$ cat src/rtl/core/srmw_pkg.sv
// shared types, constants and helpers for the shifted read mismatch weight core
// no dependencies; imported by every module of the core but srmw_ram

package srmw_pkg;

  localparam int MAX_READ_LEN = 256;
  localparam int ADDR_W       = $clog2(MAX_READ_LEN);
  localparam int LEN_W        = $clog2(MAX_READ_LEN + 1);
  localparam int BASE_W       = 8;
  localparam int OFF_W        = 9;
  localparam int CNT_W        = 9;
  localparam int TERM_W       = LEN_W + 1;
  localparam int WEIGHT_W     = 10;
  localparam int CFG_W        = 9;
  localparam int CFG_IDX_W    = 1;

  localparam int IN_W         = 48;
  localparam int OUT_W        = 24;

  localparam logic [LEN_W-1:0]    MAX_LEN    = LEN_W'(MAX_READ_LEN);
  localparam logic [WEIGHT_W-1:0] WEIGHT_MAX = '1;
  localparam logic [CFG_W-1:0]    CFG_RESET  = CFG_W'(100);

  localparam logic [CFG_IDX_W-1:0] CFG_FIRST_LEN  = 1'b0;
  localparam logic [CFG_IDX_W-1:0] CFG_SECOND_LEN = 1'b1;

  typedef enum logic [1:0] {
    OP_LOAD_PARENT = 2'd0,
    OP_LOAD_CHILD  = 2'd1,
    OP_COMPUTE     = 2'd2
  } op_e;

  typedef enum logic [1:0] {
    ST_IDLE,
    ST_ALIGN,
    ST_WALK,
    ST_FINISH
  } state_e;

  // alignment plan for one compute request
  typedef struct packed {
    logic [ADDR_W-1:0] pstart;
    logic [ADDR_W-1:0] cstart;
    logic [LEN_W-1:0]  overlap;
    logic [TERM_W-1:0] term;
  } plan_t;

  // store read port control driven by the walker
  typedef struct packed {
    logic              rd_en;
    logic [ADDR_W-1:0] p_addr;
    logic [ADDR_W-1:0] c_addr;
  } walk_rd_t;

  function automatic logic [LEN_W-1:0] clamp_len(input logic [LEN_W-1:0] v);
    logic [LEN_W-1:0] r;
    r = (v > MAX_LEN) ? MAX_LEN : v;
    return r;
  endfunction

endpackage

$ cat src/rtl/core/srmw_ram.sv
// generic single port ram with registered read data
// no dependencies

module srmw_ram #(
  parameter int WIDTH = 8,
  parameter int DEPTH = 256
) (
  input  logic                     clk_i,
  input  logic                     we_i,
  input  logic                     re_i,
  input  logic [$clog2(DEPTH)-1:0] addr_i,
  input  logic [WIDTH-1:0]         wdata_i,
  output logic [WIDTH-1:0]         rdata_o
);

  logic [WIDTH-1:0] mem_q [DEPTH];
  logic [WIDTH-1:0] rdata_q;

  always_ff @(posedge clk_i) begin
    if (we_i) begin
      mem_q[addr_i] <= wdata_i;
    end
    if (re_i) begin
      rdata_q <= mem_q[addr_i];
    end
  end

  assign rdata_o = rdata_q;

endmodule

$ cat src/rtl/core/srmw_align.sv
// alignment planner: start positions, overlap length and shift term
// depends on srmw_pkg

module srmw_align
  import srmw_pkg::*;
(
  input  logic                    clk_i,
  input  logic                    rst_ni,
  input  logic                    start_i,
  input  logic [LEN_W-1:0]        parent_len_i,
  input  logic [LEN_W-1:0]        child_len_i,
  input  logic signed [OFF_W-1:0] offset_i,
  input  logic [CFG_W-1:0]        lmax_i,
  output plan_t                   plan_o,
  output logic                    plan_valid_o
);

  logic [LEN_W-1:0]        pl_q, cl_q;
  logic signed [OFF_W-1:0] off_q;
  logic                    calc_q;
  plan_t                   plan_q, plan_d;
  logic                    plan_valid_q;

  logic                    neg, zero;
  logic [OFF_W-1:0]        mag;
  logic [LEN_W-1:0]        base_len, other_len;
  logic signed [LEN_W+1:0] rem, other_s, diff;

  always_ff @(posedge clk_i or negedge rst_ni) begin
    if (!rst_ni) begin
      calc_q       <= 1'b0;
      plan_valid_q <= 1'b0;
    end else begin
      calc_q       <= start_i;
      plan_valid_q <= calc_q;
    end
  end

  always_ff @(posedge clk_i) begin
    if (start_i) begin
      pl_q  <= clamp_len(parent_len_i);
      cl_q  <= clamp_len(child_len_i);
      off_q <= offset_i;
    end
    if (calc_q) begin
      plan_q <= plan_d;
    end
  end

  always_comb begin
    neg       = off_q[OFF_W-1];
    zero      = (off_q == '0);
    mag       = neg ? (~off_q + OFF_W'(1)) : off_q;
    // the read that the shift eats into, and the other one
    base_len  = neg ? cl_q : pl_q;
    other_len = neg ? pl_q : cl_q;
    rem       = $signed({2'b00, base_len}) - $signed({1'b0, 1'b0, mag});
    other_s   = $signed({2'b00, other_len});
    diff      = other_s - rem;

    plan_d.pstart = neg ? '0 : mag[ADDR_W-1:0];
    plan_d.cstart = neg ? mag[ADDR_W-1:0] : '0;

    if (rem <= 0) begin
      plan_d.overlap = '0;
    end else if (other_s < rem) begin
      plan_d.overlap = other_len;
    end else begin
      plan_d.overlap = rem[LEN_W-1:0];
    end

    if (zero) begin
      plan_d.term = '0;
    end else if (pl_q == cl_q) begin
      plan_d.term = TERM_W'(mag);
    end else if (other_s > rem) begin
      // overhang past the end of the shifted read
      plan_d.term = (diff > $signed({2'b00, mag})) ? diff[TERM_W-1:0] : TERM_W'(mag);
    end else begin
      // other read covered: take the longer configured read length
      plan_d.term = TERM_W'(lmax_i);
    end
  end

  assign plan_o       = plan_q;
  assign plan_valid_o = plan_valid_q;

endmodule

$ cat src/rtl/core/srmw_walk.sv
// base-serial walker: one aligned base pair read and compared per cycle
// depends on srmw_pkg

module srmw_walk
  import srmw_pkg::*;
(
  input  logic              clk_i,
  input  logic              rst_ni,
  input  logic              start_i,
  input  plan_t             plan_i,
  input  logic [BASE_W-1:0] p_rdata_i,
  input  logic [BASE_W-1:0] c_rdata_i,
  output walk_rd_t          rd_o,
  output logic              done_o,
  output logic [CNT_W-1:0]  mismatch_o
);

  logic [ADDR_W-1:0] p_addr_q, p_addr_d;
  logic [ADDR_W-1:0] c_addr_q, c_addr_d;
  logic [LEN_W-1:0]  left_q, left_d;
  logic              pend_q, pend_d;
  logic              active_q, active_d;
  logic [CNT_W-1:0]  mm_q, mm_d;
  logic              issue, done;

  assign issue = active_q && (left_q != '0);
  assign done  = active_q && (left_q == '0) && !pend_q;

  always_comb begin
    p_addr_d = p_addr_q;
    c_addr_d = c_addr_q;
    left_d   = left_q;
    pend_d   = issue;
    active_d = active_q && !done;
    mm_d     = mm_q;
    if (pend_q && (p_rdata_i != c_rdata_i)) begin
      mm_d = mm_q + CNT_W'(1);
    end
    if (issue) begin
      p_addr_d = p_addr_q + ADDR_W'(1);
      c_addr_d = c_addr_q + ADDR_W'(1);
      left_d   = left_q - LEN_W'(1);
    end
    if (start_i) begin
      p_addr_d = plan_i.pstart;
      c_addr_d = plan_i.cstart;
      left_d   = plan_i.overlap;
      pend_d   = 1'b0;
      active_d = 1'b1;
      mm_d     = '0;
    end
  end

  always_ff @(posedge clk_i or negedge rst_ni) begin
    if (!rst_ni) begin
      left_q   <= '0;
      pend_q   <= 1'b0;
      active_q <= 1'b0;
    end else begin
      left_q   <= left_d;
      pend_q   <= pend_d;
      active_q <= active_d;
    end
  end

  always_ff @(posedge clk_i) begin
    p_addr_q <= p_addr_d;
    c_addr_q <= c_addr_d;
    mm_q     <= mm_d;
  end

  assign rd_o.rd_en  = issue;
  assign rd_o.p_addr = p_addr_q;
  assign rd_o.c_addr = c_addr_q;
  assign done_o      = done;
  assign mismatch_o  = mm_q;

endmodule

$ cat src/rtl/core/shifted_read_mismatch_weight_core.sv
// top level of the shifted read mismatch weight core
// depends on srmw_pkg, srmw_ram, srmw_align and srmw_walk
//
//  channel  | direction | handshake             | payload
//  ---------+-----------+-----------------------+---------------------------------------
//  s_axis   | in        | tvalid / tready       | tdata: load or compute request
//  m_axis   | out       | tvalid / tready       | tdata: weight and mismatch count
//  cfg      | in        | cfg_we_i (no wait)    | cfg_idx_i, cfg_data_i
//
//  a load request is written into its store at the accept edge
//  a compute request passes through the align, walk and finish states; the walker
//  compares one base pair per cycle through one port per store
//  reset clears control and the length registers; the stores are not cleared
//  a waiting result does not block loads; a second compute waits in its finish
//  state until the output register is free

module shifted_read_mismatch_weight_core
  import srmw_pkg::*;
(
  input  logic                 clk_i,
  input  logic                 rst_ni,
  // opcode[1:0], base_index[9:2], base_char[17:10], parent_length[26:18],
  // child_length[35:27], offset[44:36], zero[47:45]
  input  logic [IN_W-1:0]      s_axis_tdata,
  input  logic                 s_axis_tvalid,
  output logic                 s_axis_tready,
  // weight[9:0], mismatch_count[18:10], zero[23:19]
  output logic [OUT_W-1:0]     m_axis_tdata,
  output logic                 m_axis_tvalid,
  input  logic                 m_axis_tready,
  input  logic                 cfg_we_i,
  input  logic [CFG_IDX_W-1:0] cfg_idx_i,
  input  logic [CFG_W-1:0]     cfg_data_i
);

  // request fields
  logic [1:0]              in_opcode;
  logic [ADDR_W-1:0]       in_index;
  logic [BASE_W-1:0]       in_char;
  logic [LEN_W-1:0]        in_plen;
  logic [LEN_W-1:0]        in_clen;
  logic signed [OFF_W-1:0] in_offset;

  assign in_opcode = s_axis_tdata[1:0];
  assign in_index  = s_axis_tdata[9:2];
  assign in_char   = s_axis_tdata[17:10];
  assign in_plen   = s_axis_tdata[26:18];
  assign in_clen   = s_axis_tdata[35:27];
  assign in_offset = s_axis_tdata[44:36];

  state_e state_q, state_d;

  logic              accept;
  logic              p_we, c_we, start_compute;
  logic [CFG_W-1:0]  first_len_q, second_len_q, lmax;
  plan_t             plan;
  logic              plan_valid;
  walk_rd_t          walk_rd;
  logic              walk_done;
  logic [CNT_W-1:0]  walk_mm;
  logic [BASE_W-1:0] p_rdata, c_rdata;
  logic [ADDR_W-1:0] p_addr, c_addr;

  logic                out_valid_q, out_valid_d;
  logic [WEIGHT_W-1:0] out_weight_q, out_weight_d;
  logic [CNT_W-1:0]    out_mm_q;
  logic                out_load;
  logic [CNT_W+2:0]    weight_sum;

  // ---------------------------------------------------------------- config
  always_ff @(posedge clk_i or negedge rst_ni) begin
    if (!rst_ni) begin
      first_len_q  <= CFG_RESET;
      second_len_q <= CFG_RESET;
    end else if (cfg_we_i) begin
      unique case (cfg_idx_i)
        CFG_FIRST_LEN:  first_len_q  <= cfg_data_i;
        CFG_SECOND_LEN: second_len_q <= cfg_data_i;
        default: ;
      endcase
    end
  end

  assign lmax = (first_len_q > second_len_q) ? first_len_q : second_len_q;

  // ---------------------------------------------------------------- request decode
  assign s_axis_tready = (state_q == ST_IDLE);
  assign accept        = s_axis_tvalid && s_axis_tready;

  always_comb begin
    p_we          = 1'b0;
    c_we          = 1'b0;
    start_compute = 1'b0;
    unique case (in_opcode)
      OP_LOAD_PARENT: p_we          = accept;
      OP_LOAD_CHILD:  c_we          = accept;
      OP_COMPUTE:     start_compute = accept;
      default: ;  // unused opcode is dropped
    endcase
  end

  // ---------------------------------------------------------------- stores
  // loads only land in idle, reads only happen in walk, so one port is enough
  assign p_addr = p_we ? in_index : walk_rd.p_addr;
  assign c_addr = c_we ? in_index : walk_rd.c_addr;

  srmw_ram #(
    .WIDTH (BASE_W),
    .DEPTH (MAX_READ_LEN)
  ) u_parent_ram (
    .clk_i   (clk_i),
    .we_i    (p_we),
    .re_i    (walk_rd.rd_en),
    .addr_i  (p_addr),
    .wdata_i (in_char),
    .rdata_o (p_rdata)
  );

  srmw_ram #(
    .WIDTH (BASE_W),
    .DEPTH (MAX_READ_LEN)
  ) u_child_ram (
    .clk_i   (clk_i),
    .we_i    (c_we),
    .re_i    (walk_rd.rd_en),
    .addr_i  (c_addr),
    .wdata_i (in_char),
    .rdata_o (c_rdata)
  );

  // ---------------------------------------------------------------- planner and walker
  srmw_align u_align (
    .clk_i        (clk_i),
    .rst_ni       (rst_ni),
    .start_i      (start_compute),
    .parent_len_i (in_plen),
    .child_len_i  (in_clen),
    .offset_i     (in_offset),
    .lmax_i       (lmax),
    .plan_o       (plan),
    .plan_valid_o (plan_valid)
  );

  srmw_walk u_walk (
    .clk_i      (clk_i),
    .rst_ni     (rst_ni),
    .start_i    (plan_valid),
    .plan_i     (plan),
    .p_rdata_i  (p_rdata),
    .c_rdata_i  (c_rdata),
    .rd_o       (walk_rd),
    .done_o     (walk_done),
    .mismatch_o (walk_mm)
  );

  // ---------------------------------------------------------------- control fsm
  always_comb begin
    state_d = state_q;
    unique case (state_q)
      ST_IDLE:   if (start_compute) state_d = ST_ALIGN;
      ST_ALIGN:  state_d = ST_WALK;
      ST_WALK:   if (walk_done) state_d = ST_FINISH;
      ST_FINISH: if (!out_valid_q || m_axis_tready) state_d = ST_IDLE;
      default:   state_d = ST_IDLE;
    endcase
  end

  always_comb begin
    out_load = (state_q == ST_FINISH) && (!out_valid_q || m_axis_tready);
  end

  always_ff @(posedge clk_i or negedge rst_ni) begin
    if (!rst_ni) begin
      state_q <= ST_IDLE;
    end else begin
      state_q <= state_d;
    end
  end

  // ---------------------------------------------------------------- result register
  // weight = 3 * count + shift term, saturated
  assign weight_sum   = ({2'b00, walk_mm, 1'b0} + {3'b000, walk_mm})
                        + (CNT_W+3)'(plan.term);
  assign out_weight_d = (weight_sum > (CNT_W+3)'(WEIGHT_MAX)) ? WEIGHT_MAX
                                                              : weight_sum[WEIGHT_W-1:0];

  always_comb begin
    out_valid_d = out_valid_q;
    if (m_axis_tready) out_valid_d = 1'b0;
    if (out_load)      out_valid_d = 1'b1;
  end

  always_ff @(posedge clk_i or negedge rst_ni) begin
    if (!rst_ni) begin
      out_valid_q <= 1'b0;
    end else begin
      out_valid_q <= out_valid_d;
    end
  end

  always_ff @(posedge clk_i) begin
    if (out_load) begin
      out_weight_q <= out_weight_d;
      out_mm_q     <= walk_mm;
    end
  end

  assign m_axis_tvalid = out_valid_q;
  assign m_axis_tdata  = {(OUT_W - WEIGHT_W - CNT_W)'(0), out_mm_q, out_weight_q};

`ifndef SYNTHESIS
  // the count can never pass the number of compared pairs
  a_mm_within_overlap: assert property (@(posedge clk_i) disable iff (!rst_ni)
    walk_done |-> (walk_mm <= CNT_W'(plan.overlap)))
    else $error("mismatch count exceeds overlap");

  // a store write must never collide with a walker read
  a_no_port_clash: assert property (@(posedge clk_i) disable iff (!rst_ni)
    !((p_we || c_we) && walk_rd.rd_en))
    else $error("store write during walk read");

  a_done_in_walk: assert property (@(posedge clk_i) disable iff (!rst_ni)
    walk_done |-> (state_q == ST_WALK))
    else $error("walker finished outside walk state");

  a_result_from_finish: assert property (@(posedge clk_i) disable iff (!rst_ni)
    $rose(m_axis_tvalid) |-> ($past(state_q) == ST_FINISH))
    else $error("result raised without a finished compute");
`endif

endmodule
$ cat config.mk
export PLATFORM = sky130hd
export DESIGN_NAME = shifted_read_mismatch_weight_core
export DESIGN_NICKNAME = d
export VERILOG_FILES = /design/src/rtl/core/srmw_pkg.sv /design/src/rtl/core/srmw_ram.sv /design/src/rtl/core/srmw_align.sv /design/src/rtl/core/srmw_walk.sv /design/src/rtl/core/shifted_read_mismatch_weight_core.sv
export SDC_FILE = /design/constraint.sdc
export NUM_CORES = 2
export LEC_CHECK = 0
export BUFFER_PORTS_ARGS = -buffer_cell sky130_fd_sc_hd__buf_2
export CORE_UTILIZATION = 40
export DETAILED_ROUTE_END_ITERATION = 10
export SYNTH_ARGS = -nofsm -noshare
export SYNTH_HDL_FRONTEND = slang
export SYNTH_SLANG_ARGS = --single-unit
$ cat constraint.sdc
create_clock -name clk_i -period 9.6 [get_ports clk_i]
set_input_delay 1.44 -clock clk_i [delete_from_list [all_inputs] [get_ports clk_i]]
set_output_delay 1.44 -clock clk_i [all_outputs]
set_load 0.02 [all_outputs]
==> metrics.cfg <==
[yosys]
synth_top_area_cell=edfxtp_1
ys_async_sr_fraction=0.00800
avgSynthCellArea_um2=19.7
synth_area_leaders=edfxtp_1, mux4_2, nand2_1, nor2_1, mux2i_1
yosysTopAreaCellShare=0.749
yosysSeqAreaShare=0.755
ys_types=98
synth_compound_area_frac=0.0247
yosys.area_share.simple=0.0462
synthFlopType=edfxtp_1
synth_enable_flop_cells=4209
synthCells=8565
synth_top_family_by_area=multiplexers
synth_fa_ha_area_frac=0.00489
synth_xor_xnor_area_share=0.00494
synth-seq-cells=4252
synth_mux_area_frac=0.151
syn_area_mm2=0.169
yosysWarnings=0

[placed_design]
dp_slack_ns=2.51
place_congestion=0.823
io_buffer_count=80
dpl.hpwl_um=245000

[cts]
cts-resized-gates=0
clk_pin_slew_ns=0.06
clk_latency_ns=0.97
cts_buffers=425
htree_levels=5
clockRootBuffer=clkbuf_16
clock_sinks=4252
clk_path_buf_depth=4
cts_setup_buffers=0
hold_buffers=0
tritoncts=done

[worst_setup_path]
cp_top_family=simple AND/OR/NAND/NOR gates
path_max_fanout=12
startpoint_type=register
cp_slowest_cell=or4_4
cp_slowest_stage_delay_ns=0.61
arrival_ns=7.69
worstPathRequired_ns=10.28
path_buf_inv=1
path_cells=or4_4 -> or2_1 -> nor3_1 -> nand2b_1 -> xor2_1 -> ha_1 -> inv_1 -> nor3_1 -> a221oi_1 -> o41ai_1 -> a211oi_2 -> nand2_1 -> a31oi_1 -> xnor2_1 -> ha_1 -> nand3_1 -> nor4b_1 -> o211ai_2 -> nand3_1 -> a41o_1 -> or2_0 -> a211oi_1
critical_path_class=reg2reg
worstSetupEndpointType=register

[final_layout]
drive_above_1_share=0.218
mostFrequentLayoutCell=edfxtp_1
final_cell_mix=edfxtp_1, mux4_2, nand2_1
layout.nets=8870
area_delta_synth_final_pct=12.4

[global_route]
grt_pass1_wl_um=609000
antenna_found_initial=32
first_global_vias=85017
grt_usage=0.196
grt_overflow=0
grt_max_degree=203

[routing]
first_iter_violations=9193
via_count=83932
ant_nets=0
drt-total-wl_um=423000
routed_via_density=5.69
routedWlPerCell_um=28.6
drc_errors=0
firstDrtPassIters=6

[sta]
setup_viol=0
worstMarginPinSlew_ns=1.39
max_slew_margin=0.0646
post-route-worst-setup-slack_ns=2.59
hold_violations=0
fin_setup_tns_ns=0
rsz0062_at_grt=no
min_period_ns=7.01
fmax_mhz=143
fin_crit_sh=0.730
drv_slew=0
clock_skew_ns=0.0648

[worst_hold_path]
hp-class=reg2reg

[floorplanning]
initial_utilization=0.402
std_cell_rows=238
die_y_um=652
dieWidth_um=652
pin_count=89
dieArea_mm2=0.425
core-area_mm2=0.420

[power_and_ir_drop]
power_density_mw_per_mm2=277
p_leak_nw=59.1
ir_drop_uv=250

[job]
cap_violations=0

[status]
status=complete, no violations

[worst paths after layout]
path | start | cells past startpoint | endpoint | slack [ns]
setup / recovery | u_align.off_q[2]$_DFFE_PP_ | 22 | u_align.plan_o[6]$_SDFFCE_PP0P_ | 2.59
hold / removal | u_align.plan_o[13]$_SDFFCE_PP0P_ | 2 | u_walk.left_q[3]$_DFFE_PN0P_ | 0.47
setup reg to reg | u_align.off_q[2]$_DFFE_PP_ | 22 | u_align.plan_o[6]$_SDFFCE_PP0P_ | 2.59
hold reg to reg | u_align.plan_o[13]$_SDFFCE_PP0P_ | 2 | u_walk.left_q[3]$_DFFE_PN0P_ | 0.47
max in group asynchronous | rst_ni | 1 | u_align.plan_valid_o$_DFF_PN0_ | 8.46
min in group asynchronous | rst_ni | 1 | first_len_q[8]$_DFFE_PN0P_ | 0.57
[state kept, by name, summed over array words and instances, names as in the netlist, 2 cells and up]
name / count
first_len_q: 9
out_mm_q: 9
out_weight_q: 10
second_len_q: 9
state_q: 2
u_align.cl_q: 9
u_align.off_q: 9
u_align.pl_q: 9
u_align.plan_o: 35
u_child_ram.mem_q: 2048
u_child_ram.rdata_o: 8
u_parent_ram.mem_q: 2048
u_parent_ram.rdata_o: 8
u_walk.c_addr_q: 8
u_walk.left_q: 9
u_walk.mismatch_o: 9
u_walk.p_addr_q: 8
[synthesized netlist by cell type, drive strengths merged (8+ instances only)]
| cell | count |
|---|---|
| a22oi | 29 |
| xnor2 | 50 |
| or3 | 15 |
| nor4 | 15 |
| nand3 | 170 |
| mux4 | 1024 |
| fa | 11 |
| edfxtp | 4209 |
| a31oi | 37 |
| a211oi | 208 |
| mux2 | 54 |
| ha | 45 |
| and2 | 15 |
| nand4 | 11 |
| xor2 | 34 |
| nor2b | 149 |
| o22ai | 24 |
| nor2 | 595 |
| dfrtp | 28 |
| nand2 | 627 |
| o211ai | 11 |
| a21oi | 105 |
| and3 | 82 |
| clkbuf | 293 |
| a21o | 12 |
| inv | 40 |
| dfxtp | 9 |
| nor3 | 30 |
| a311oi | 44 |
| nand2b | 11 |
| a221o | 8 |
| buf | 226 |
| o31a | 8 |
| mux2i | 178 |
| or4 | 11 |
| o21ai | 48 |
[per-stage QoR]
stage               total power, mW  std cells  cell area, µm²  hold slack (ns)  utilization
floorplan                      31.6       8569          169000            0.426            -
detailed placement             37.2      13964          176000            0.457        0.420
CTS                            53.0      14734          190000            0.471        0.451
global placement               37.1      13964          176000            0.444        0.420
global route                   54.4      14740          190000            0.507        0.451
finish                         52.6      14754          190000            0.470        0.452
[cells by family (layout without fill, tap and decap cells)]
| logic type | Yosys count | count (layout) |
|---|---|---|
| other | 1 | 25 |
| multiplexers | 1256 | 1256 |
| AND/OR/NAND/NOR | 1760 | 1760 |
| flip-flops | 4252 | 4252 |
| AO/OA/AOI/OAI | 589 | 589 |
| adder cells (fa/ha/maj) | 60 | 60 |
| XOR/XNOR | 88 | 88 |
| buffers and inverters | 559 | 1084 |
[final cells by class]
type	instances	area (µm²)
flip-flops and latches	4252	127000
multi-input cells	3758	39400
fillers	35241	230000
well taps	5640	7060
clock buffers	523	11200
inverters	40	150
diodes	20	50.0
repair buffers	274	2490
clock inverters	247	2030
[per-layer routing]
metal	track usage	wire, µm	vias up
met1	0.270	171000	44614
met2	0.319	207000	3337
met3	0.0288	30400	701
met4	0.0652	14000	0
li1	-	-	35280
met5	0	0	-
[where the power goes]
group          internal (mW)  switching [mW]
Sequential              20.7           0.234
Clock                   8.95            6.97
Combinational           6.34            9.35
Total                   36.0            16.5
[worst register-to-register path: stages (launching register included)]
cell	delay, ns
edfxtp_1	0.59
or4_4	0.62
or2_1	0.30
nor3_1	0.29
nand2b_1	0.17
xor2_1	0.52
ha_1	0.40
inv_1	0.19
nor3_1	0.08
a221oi_1	0.23
o41ai_1	0.14
a211oi_2	0.57
nand2_1	0.11
a31oi_1	0.29
xnor2_1	0.14
ha_1	0.33
nand3_1	0.08
nor4b_1	0.43
o211ai_2	0.17
nand3_1	0.15
a41o_1	0.38
or2_0	0.39
a211oi_1	0.15
No activity file was read; power rests on OpenSTA's default activity.
